**src/sv/tssd_pkg.sv**
```systemverilog
// shared types, constants and the crc-8 step for the thermometer scratchpad decoder
// no dependencies; used by temp_sensor_scratchpad_decode
`timescale 1ns / 1ps

package tssd_pkg;

   localparam int unsigned FrameLen     = 9;
   localparam int unsigned StoreDepth   = 8;
   localparam int unsigned CountWidth   = 4;
   localparam int unsigned CsrAddrWidth = 3;
   localparam int unsigned CsrDataWidth = 32;

   localparam logic [7:0]  CrcPoly      = 8'h8C;
   localparam logic [7:0]  CountRemMark = 8'h10;
   localparam logic [7:0]  ResMask      = 8'h60;
   localparam logic [7:0]  Res9Bit      = 8'h00;
   localparam logic [7:0]  Res10Bit     = 8'h20;
   localparam logic [7:0]  Res11Bit     = 8'h40;
   localparam logic [15:0] CountRemKeep = 16'hFFF0;
   localparam logic [15:0] CountRemBias = 16'd12;
   localparam logic [15:0] Mask9Bit     = 16'hFFF8;
   localparam logic [15:0] Mask10Bit    = 16'hFFFC;
   localparam logic [15:0] Mask11Bit    = 16'hFFFE;
   localparam logic signed [22:0] CentiScale = 23'sd100;

   // byte positions inside the scratchpad
   localparam logic [2:0] ByteTempLo = 3'd0;
   localparam logic [2:0] ByteTempHi = 3'd1;
   localparam logic [2:0] ByteConfig = 3'd4;
   localparam logic [2:0] ByteCntRem = 3'd6;
   localparam logic [2:0] ByteCntPer = 3'd7;
   localparam logic [CountWidth-1:0] LastByte = CountWidth'(FrameLen - 1);

   // register map, word index
   localparam logic [0:0] RegOldFamily = 1'b0;

   typedef enum logic [1:0] {
      STATUS_OK       = 2'd0,
      STATUS_ALL_ZERO = 2'd1,
      STATUS_CRC_BAD  = 2'd2
   } status_type;

   typedef logic [CountWidth-1:0] count_type;

   // one byte through the reflected crc-8, lsb first
   function automatic logic [7:0] crc_update(input logic [7:0] crc, input logic [7:0] data);
      logic [7:0] c;
      logic [7:0] d;
      c = crc;
      d = data;
      for (int i = 0; i < 8; i++) begin
         if (c[0] ^ d[0]) begin
            c = (c >> 1) ^ CrcPoly;
         end else begin
            c = c >> 1;
         end
         d = d >> 1;
      end
      return c;
   endfunction

endpackage

```
**src/sv/temp_sensor_scratchpad_decode.sv**
```systemverilog
// scratchpad decoder for a 1-wire thermometer: crc check, raw and centidegree conversion
// depends on tssd_pkg
`timescale 1ns / 1ps
//
// usage
//   req channel: one scratchpad byte per request, byte 0 first; req_tuser[0] marks
//   byte 0 and restarts the frame. after nine bytes the count wraps on its own.
//   rsp channel: one result per nine-byte frame with the status in rsp_tuser and
//   raw 1/16 degree plus hundredths of a degree in rsp_tdata. failed reads give zeros.
//   csr port: word 0 bit 0 selects the old 9-bit family with count-remain refinement.
// timing
//   one request per cycle while the result path keeps up. the first stage is loaded at
//   the edge that takes the ninth byte (crc check and raw value), the result register
//   from it once that register is free (multiply by 100, rounding toward zero and
//   saturation); rsp_tvalid comes straight from the result register.
// reset
//   synchronous reset empties both stages, clears the byte count, crc and the mode bit.
// backpressure
//   while rsp_tready is low the result holds; requests are still taken until a second
//   finished frame waits behind it, then req_tready drops until the result leaves.
//

module temp_sensor_scratchpad_decode (
   input  logic        clock,
   input  logic        reset,
   input  logic        req_tvalid,
   output logic        req_tready,
   input  logic [7:0]  req_tdata,   // [7:0] scratch_byte
   input  logic [0:0]  req_tuser,   // [0] frame_start
   output logic        rsp_tvalid,
   input  logic        rsp_tready,
   output logic [31:0] rsp_tdata,   // [15:0] raw_temperature, [31:16] centi_degrees
   output logic [1:0]  rsp_tuser,   // [1:0] read_status
   input  logic        csr_psel,
   input  logic        csr_penable,
   input  logic        csr_pwrite,
   input  logic [tssd_pkg::CsrAddrWidth-1:0] csr_paddr,
   input  logic [tssd_pkg::CsrDataWidth-1:0] csr_pwdata,
   output logic [tssd_pkg::CsrDataWidth-1:0] csr_prdata,
   output logic        csr_pready
);

   // control and accumulators
   logic                  mode_ff, mode_in;
   tssd_pkg::count_type   count_ff, count_in;
   logic [7:0]            crc_ff, crc_in;
   logic [7:0]            or_ff, or_in;
   logic [7:0]            scratch_ff [tssd_pkg::StoreDepth];

   // stage a: status and raw
   logic                  a_valid_ff, a_valid_in;
   tssd_pkg::status_type  a_status_ff, a_status_in;
   logic [15:0]           a_raw_ff, a_raw_in;

   // stage b: result register
   logic                  b_valid_ff, b_valid_in;
   tssd_pkg::status_type  b_status_ff;
   logic [15:0]           b_raw_ff;
   logic [15:0]           b_centi_ff, b_centi_in;

   logic                  b_ready, a_move, req_fire, frame_done, csr_write;
   tssd_pkg::count_type   count_eff;
   logic [7:0]            crc_base, or_base, or_all;
   logic [15:0]           word, raw_old, raw_new, conv_raw;
   logic signed [22:0]    prod, biased;
   logic signed [18:0]    quot;

   assign b_ready    = !b_valid_ff || rsp_tready;
   assign a_move     = a_valid_ff && b_ready;
   assign req_tready = !a_valid_ff || b_ready;
   assign req_fire   = req_tvalid && req_tready;

   assign csr_pready = 1'b1;
   assign csr_write  = csr_psel && csr_penable && csr_pwrite && csr_pready;
   assign csr_prdata = (csr_paddr[2] == tssd_pkg::RegOldFamily)
                       ? {{(tssd_pkg::CsrDataWidth-1){1'b0}}, mode_ff}
                       : '0;

   // byte position of this request, frame restart on the start mark
   assign count_eff  = (req_tuser[0] || count_ff > tssd_pkg::LastByte) ? '0 : count_ff;
   assign crc_base   = (count_eff == '0) ? 8'h00 : crc_ff;
   assign or_base    = (count_eff == '0) ? 8'h00 : or_ff;
   assign or_all     = or_base | req_tdata;
   assign frame_done = req_fire && (count_eff == tssd_pkg::LastByte);

   // raw conversion by family
   assign word = {scratch_ff[tssd_pkg::ByteTempHi], scratch_ff[tssd_pkg::ByteTempLo]};

   always_comb begin
      raw_old = {word[12:0], 3'b000};
      if (scratch_ff[tssd_pkg::ByteCntPer] == tssd_pkg::CountRemMark) begin
         raw_old = (raw_old & tssd_pkg::CountRemKeep) + tssd_pkg::CountRemBias
                   - {8'h00, scratch_ff[tssd_pkg::ByteCntRem]};
      end
      case (scratch_ff[tssd_pkg::ByteConfig] & tssd_pkg::ResMask)
         tssd_pkg::Res9Bit:  raw_new = word & tssd_pkg::Mask9Bit;
         tssd_pkg::Res10Bit: raw_new = word & tssd_pkg::Mask10Bit;
         tssd_pkg::Res11Bit: raw_new = word & tssd_pkg::Mask11Bit;
         default:            raw_new = word;
      endcase
      conv_raw = mode_ff ? raw_old : raw_new;
   end

   always_comb begin
      mode_in = mode_ff;
      if (csr_write && csr_paddr[2] == tssd_pkg::RegOldFamily) begin
         mode_in = csr_pwdata[0];
      end

      count_in = count_ff;
      crc_in   = crc_ff;
      or_in    = or_ff;
      if (req_fire) begin
         or_in = or_all;
         if (frame_done) begin
            count_in = '0;
         end else begin
            count_in = count_eff + 1'b1;
            crc_in   = tssd_pkg::crc_update(crc_base, req_tdata);
         end
      end

      a_status_in = tssd_pkg::STATUS_OK;
      a_raw_in    = '0;
      if (or_all == 8'h00) begin
         a_status_in = tssd_pkg::STATUS_ALL_ZERO;
      end else if (crc_base != req_tdata) begin
         a_status_in = tssd_pkg::STATUS_CRC_BAD;
      end else begin
         a_raw_in = conv_raw;
      end

      if (frame_done) begin
         a_valid_in = 1'b1;
      end else if (a_move) begin
         a_valid_in = 1'b0;
      end else begin
         a_valid_in = a_valid_ff;
      end

      if (a_move) begin
         b_valid_in = 1'b1;
      end else if (rsp_tready) begin
         b_valid_in = 1'b0;
      end else begin
         b_valid_in = b_valid_ff;
      end
   end

   // raw * 100 / 16, toward zero, then clamp to 16 bits
   always_comb begin
      prod   = $signed({{7{a_raw_ff[15]}}, a_raw_ff}) * tssd_pkg::CentiScale;
      biased = prod + (prod[22] ? 23'sd15 : 23'sd0);
      quot   = biased[22:4];
      if (quot[18:15] == 4'b0000 || quot[18:15] == 4'b1111) begin
         b_centi_in = quot[15:0];
      end else if (quot[18]) begin
         b_centi_in = 16'h8000;
      end else begin
         b_centi_in = 16'h7FFF;
      end
   end

   always_ff @(posedge clock) begin
      if (reset) begin
         mode_ff    <= 1'b0;
         count_ff   <= '0;
         crc_ff     <= '0;
         or_ff      <= '0;
         a_valid_ff <= 1'b0;
         b_valid_ff <= 1'b0;
      end else begin
         mode_ff    <= mode_in;
         count_ff   <= count_in;
         crc_ff     <= crc_in;
         or_ff      <= or_in;
         a_valid_ff <= a_valid_in;
         b_valid_ff <= b_valid_in;
      end
   end

   always_ff @(posedge clock) begin
      if (req_fire && !frame_done) begin
         scratch_ff[count_eff[2:0]] <= req_tdata;
      end
      if (frame_done) begin
         a_status_ff <= a_status_in;
         a_raw_ff    <= a_raw_in;
      end
      if (a_move) begin
         b_status_ff <= a_status_ff;
         b_raw_ff    <= a_raw_ff;
         b_centi_ff  <= b_centi_in;
      end
   end

   assign rsp_tvalid = b_valid_ff;
   assign rsp_tdata  = {b_centi_ff, b_raw_ff};
   assign rsp_tuser  = b_status_ff;

endmodule

```
**config.mk**
```make
export PLATFORM = sky130hd
export DESIGN_NAME = temp_sensor_scratchpad_decode
export DESIGN_NICKNAME = d
export VERILOG_FILES = /design/src/sv/tssd_pkg.sv /design/src/sv/temp_sensor_scratchpad_decode.sv
export SDC_FILE = /design/constraint.sdc
export NUM_CORES = 1
export LEC_CHECK = 0
export BUFFER_PORTS_ARGS = -buffer_cell sky130_fd_sc_hd__buf_4
export CAP_MARGIN = 20
export CORE_MARGIN = 3
export CORE_UTILIZATION = 40
export CTS_CLUSTER_SIZE = 40
export DETAILED_ROUTE_END_ITERATION = 6
export REMOVE_ABC_BUFFERS = 1
export SYNTH_ARGS = -nofsm -noshare
export SYNTH_HDL_FRONTEND = slang
export SYNTH_SLANG_ARGS = --single-unit
```
**constraint.sdc**
```tcl
create_clock -name clock -period 17.7 [get_ports clock]
set_input_delay 1.77 -clock clock [delete_from_list [all_inputs] [get_ports clock]]
set_output_delay 1.77 -clock clock [all_outputs]
set_load 0.1 [all_outputs]
```
==> summary.txt <==
Status
  – Outcome: complete, no violations

Synth
  – Synthesis Warnings: 0
  – Synthesized area: 0.00695 mm^2
  – EDFF count, synth: 86
  – Cell count after synthesis: about 650
  – Post-synthesis sequential area ratio: 0.438
  – Post-synthesis cell type count: between 50 and 60
  – Area leader, netlist: edfxtp_1
  – Synth top area cells: edfxtp_1, ha_1, dfxtp_1, xnor2_1, fa_1
  – Ys async rst share: 0
  – Count leader, synth: edfxtp_1
  – Top_reg_cell synth: edfxtp_1
  – Avg Cell Area, Syn: approximately 11 um^2
  – Number of synthesized register bits: around 110
  – Yosys top cell area share: 0.371
  – Top cells by count, synth: edfxtp_1, ha_1, nor2_1, nand2_1, xnor2_1

Global route
  – Initial antenna violation count: 0
  – Grt total ovfl: 0
  – Largest net degree at the start of global routing: 35
  – Number of global-route vias before repair: 4,815
  – First-pass GRT wire length: about 23 mm
  – Total GRT Usage: 0.153

Drt
  – DRT Wirelength: approximately 14 mm
  – DRC viols: 0
  – Via density: 5.18
  – Drt wl/cell: between 10 and 15 um
  – Drt pass-1 iters: 5
  – Iteration-0 DRC count of the detailed router: approximately 220
  – DR vias: around 4,800
  – Antenna-violating nets left: 0

Power
  – Leakage: between 0.003 and 0.004 uW
  – Max IR drop VDD: around 0.054 mV
  – Pwr dens: just over 70 mW/mm^2

Finish
  – Fin util: 0.459
  – Ant. Diodes: 0
  – Syn-to-layout area delta: 11.1%
  – # fillers: 1,570
  – Final net count: slightly above 800
  – Layout cells sized above 1: 0.137

Min path
  – Hold/Removal Path Class: flip-flop to flip-flop

Timing
  – Min Tclk post-route: roughly 6.3 ns
  – Rel. slew slack: 0.314
  – F_max: about 0.16 GHz
  – Final Hold Viols: 0
  – Final Max Tran Viols: 0
  – Final Setup Violations: 0
  – Period utilization: 0.355
  – Setup TNS: 0 ns
  – RSZ-0062 raised after global routing: false
  – Least-Margin Pin Slew: 1.03 ns
  – Max Clock Skew: approximately 0.0062 ns

CTS
  – Resized cells post-CTS: 0
  – Worst-skew pair later-pin latency: between 0.3 and 0.4 ns
  – Clk buf depth: 2
  – Clock-pin slew on the worst setup and hold paths: 0.07 ns
  – CTS tree: built
  – Hold bufs inserted after CTS: 0
  – CTS Buf Count: 9
  – CTS Root Cell: clkbuf_16
  – Setup Buffers After CTS: 0
  – Clock H-tree levels: 3
  – Clock sinks: about 110

Floorplanning
  – Core Region: approximately 0.017 mm^2
  – Initial Util: 0.413
  – Die height: 138 um
  – Row count: 47
  – Die area: 0.0190 mm^2
  – Die W: 138 um
  – I/O pin cnt: 120

Setup path
  – WP data required: approximately 18 ns
  – Largest stage delay, worst path: approximately 0.57 ns
  – Crit path arrival time: between 6 and 7 ns
  – Critical path class: flip-flop to flip-flop
  – Reg2reg setup slack: around 11 ns
  – Cell mode on critical path: ha_1
  – Critical-path maximum fanout: 11
  – Buffers & Inverters on Critical Path: 1
  – CP delay by family, top: adder cells
  – Worst path slowest cell: or4_4
  – CP Cell Sequence: ha_1 -> fa_1 -> ha_1 -> ha_1 -> a211oi_2 -> o211ai_2 -> a21oi_2 -> o21ai_1 -> xnor2_1 -> inv_2 -> ha_1 -> a311oi_1 -> a22oi_1 -> and3_1 -> nand4_2 -> or3_1 -> or4_4 -> nand3_2 -> a21oi_1
  – Critical path launch point type: flip-flop
  – CP Capture Type: flip-flop

Placement
  – I/O Buffers: 54
  – Dpl hpwl: roughly 11 mm
  – GPL Wtd Cong: between 0.8 and 0.9

Run
  – Max cap viols: 0
[worst register-to-register path: stages, from the launching register on]
cell and delay (ns):
edfxtp_1 0.52, ha_1 0.36, fa_1 0.46, ha_1 0.33
ha_1 0.32, a211oi_2 0.32, o211ai_2 0.20, a21oi_2 0.28
o21ai_1 0.12, xnor2_1 0.42, inv_2 0.16, ha_1 0.36
a311oi_1 0.12, a22oi_1 0.22, and3_1 0.25, nand4_2 0.14
or3_1 0.47, or4_4 0.57, nand3_2 0.29, a21oi_1 0.12
[logic make-up after synthesis]
family          count (synthesis)  synth area share
compound gates                142             0.140
xor+xnor                       65            0.0819
fa+ha+maj                      71             0.143
buf+inv                        72            0.0598
flops                         109             0.438
mux                             2           0.00288
other cells                     2           0.00108
simple gates                  189             0.134
[placed cells by master, fill, tap and decap left out, types with 5 or more instances in the layout]
| cell type | count |
|---|---|
| a211oi_1 | 14 |
| o21ai_0 | 22 |
| nand3b_1 | 5 |
| nand3_1 | 15 |
| nand2_1 | 54 |
| edfxtp_1 | 86 |
| fa_1 | 14 |
| xnor2_1 | 36 |
| nand2b_1 | 6 |
| and3_1 | 7 |
| a21oi_2 | 6 |
| buf_4 | 56 |
| a22oi_1 | 13 |
| xor2_1 | 29 |
| nor2_1 | 56 |
| clkbuf_16 | 9 |
| nand4_1 | 6 |
| inv_1 | 16 |
| o211ai_1 | 8 |
| nor4_1 | 7 |
| a21oi_1 | 35 |
| nor3_1 | 8 |
| ha_1 | 57 |
| conb_1 | 32 |
| o21ai_2 | 8 |
| a21o_1 | 7 |
| dfxtp_1 | 23 |
| o21a_1 | 6 |
[power by group]
| part | internal, uW | total (uW) | switching (uW) |
|---|---|---|---|
| logic | 16.0 | 66.3 | 50.3 |
| registers | 279 | 285 | 5.56 |
| clock network | 113 | 209 | 96.5 |
[registers in the layout, summed over array words and instances, names as in the netlist, 2 cells and up]
| register | count |
|---|---|
| or_ff | 8 |
| a_raw_ff | 16 |
| count_ff | 4 |
| a_status_ff | 2 |
| scratch_ff | 34 |
| b_centi_ff | 16 |
| rsp_tuser | 2 |
| b_raw_ff | 16 |
| crc_ff | 8 |
[worst paths after layout]
check,startpoint,end,cells after the start
worst max-delay path,a_raw_ff[2],b_centi_ff[2],19
worst min-delay path,a_status_ff[0],rsp_tuser[0],0
worst max register to register,a_raw_ff[2],b_centi_ff[2],19
worst min register to register,a_status_ff[0],rsp_tuser[0],0
[per-stage QoR]
stage / hold WS (ns) / cell area (um^2) / instances / setup WS [ns] / total power [uW]
3_3_place_gp: 0.408 / 7420 / 903 / 11.49 / 355
3_5_place_dp: 0.408 / 7420 / 903 / 11.45 / 357
2_1_floorplan: 0.400 / 6710 / 627 / 12.07 / 344
6_report: 0.424 / 7720 / 919 / 11.42 / 561
4_1_cts: 0.427 / 7720 / 919 / 11.41 / 568
5_1_grt: 0.432 / 7720 / 919 / 11.05 / 581
[per-layer routing]
layer  vias to the layer above  GRT usage  part of all wire
met5                         -          0                 0
met4                         0     0.0329             0.010
met3                        15     0.0362             0.044
met2                       107      0.294              0.54
met1                      2256      0.169              0.41
li1                       2383          -                 -
[final cells by class]
class                   count  area [um^2]  share of cell area
inverters                  17         63.8             0.00826
multi-input cells         501         3610               0.468
well taps                 220          275              0.0356
clock inverters             6         78.8              0.0102
repair buffers             56          420              0.0544
clock buffers              10          229              0.0296
flip-flops and latches    109         3040               0.394
(Power assumes the default switching activity.)
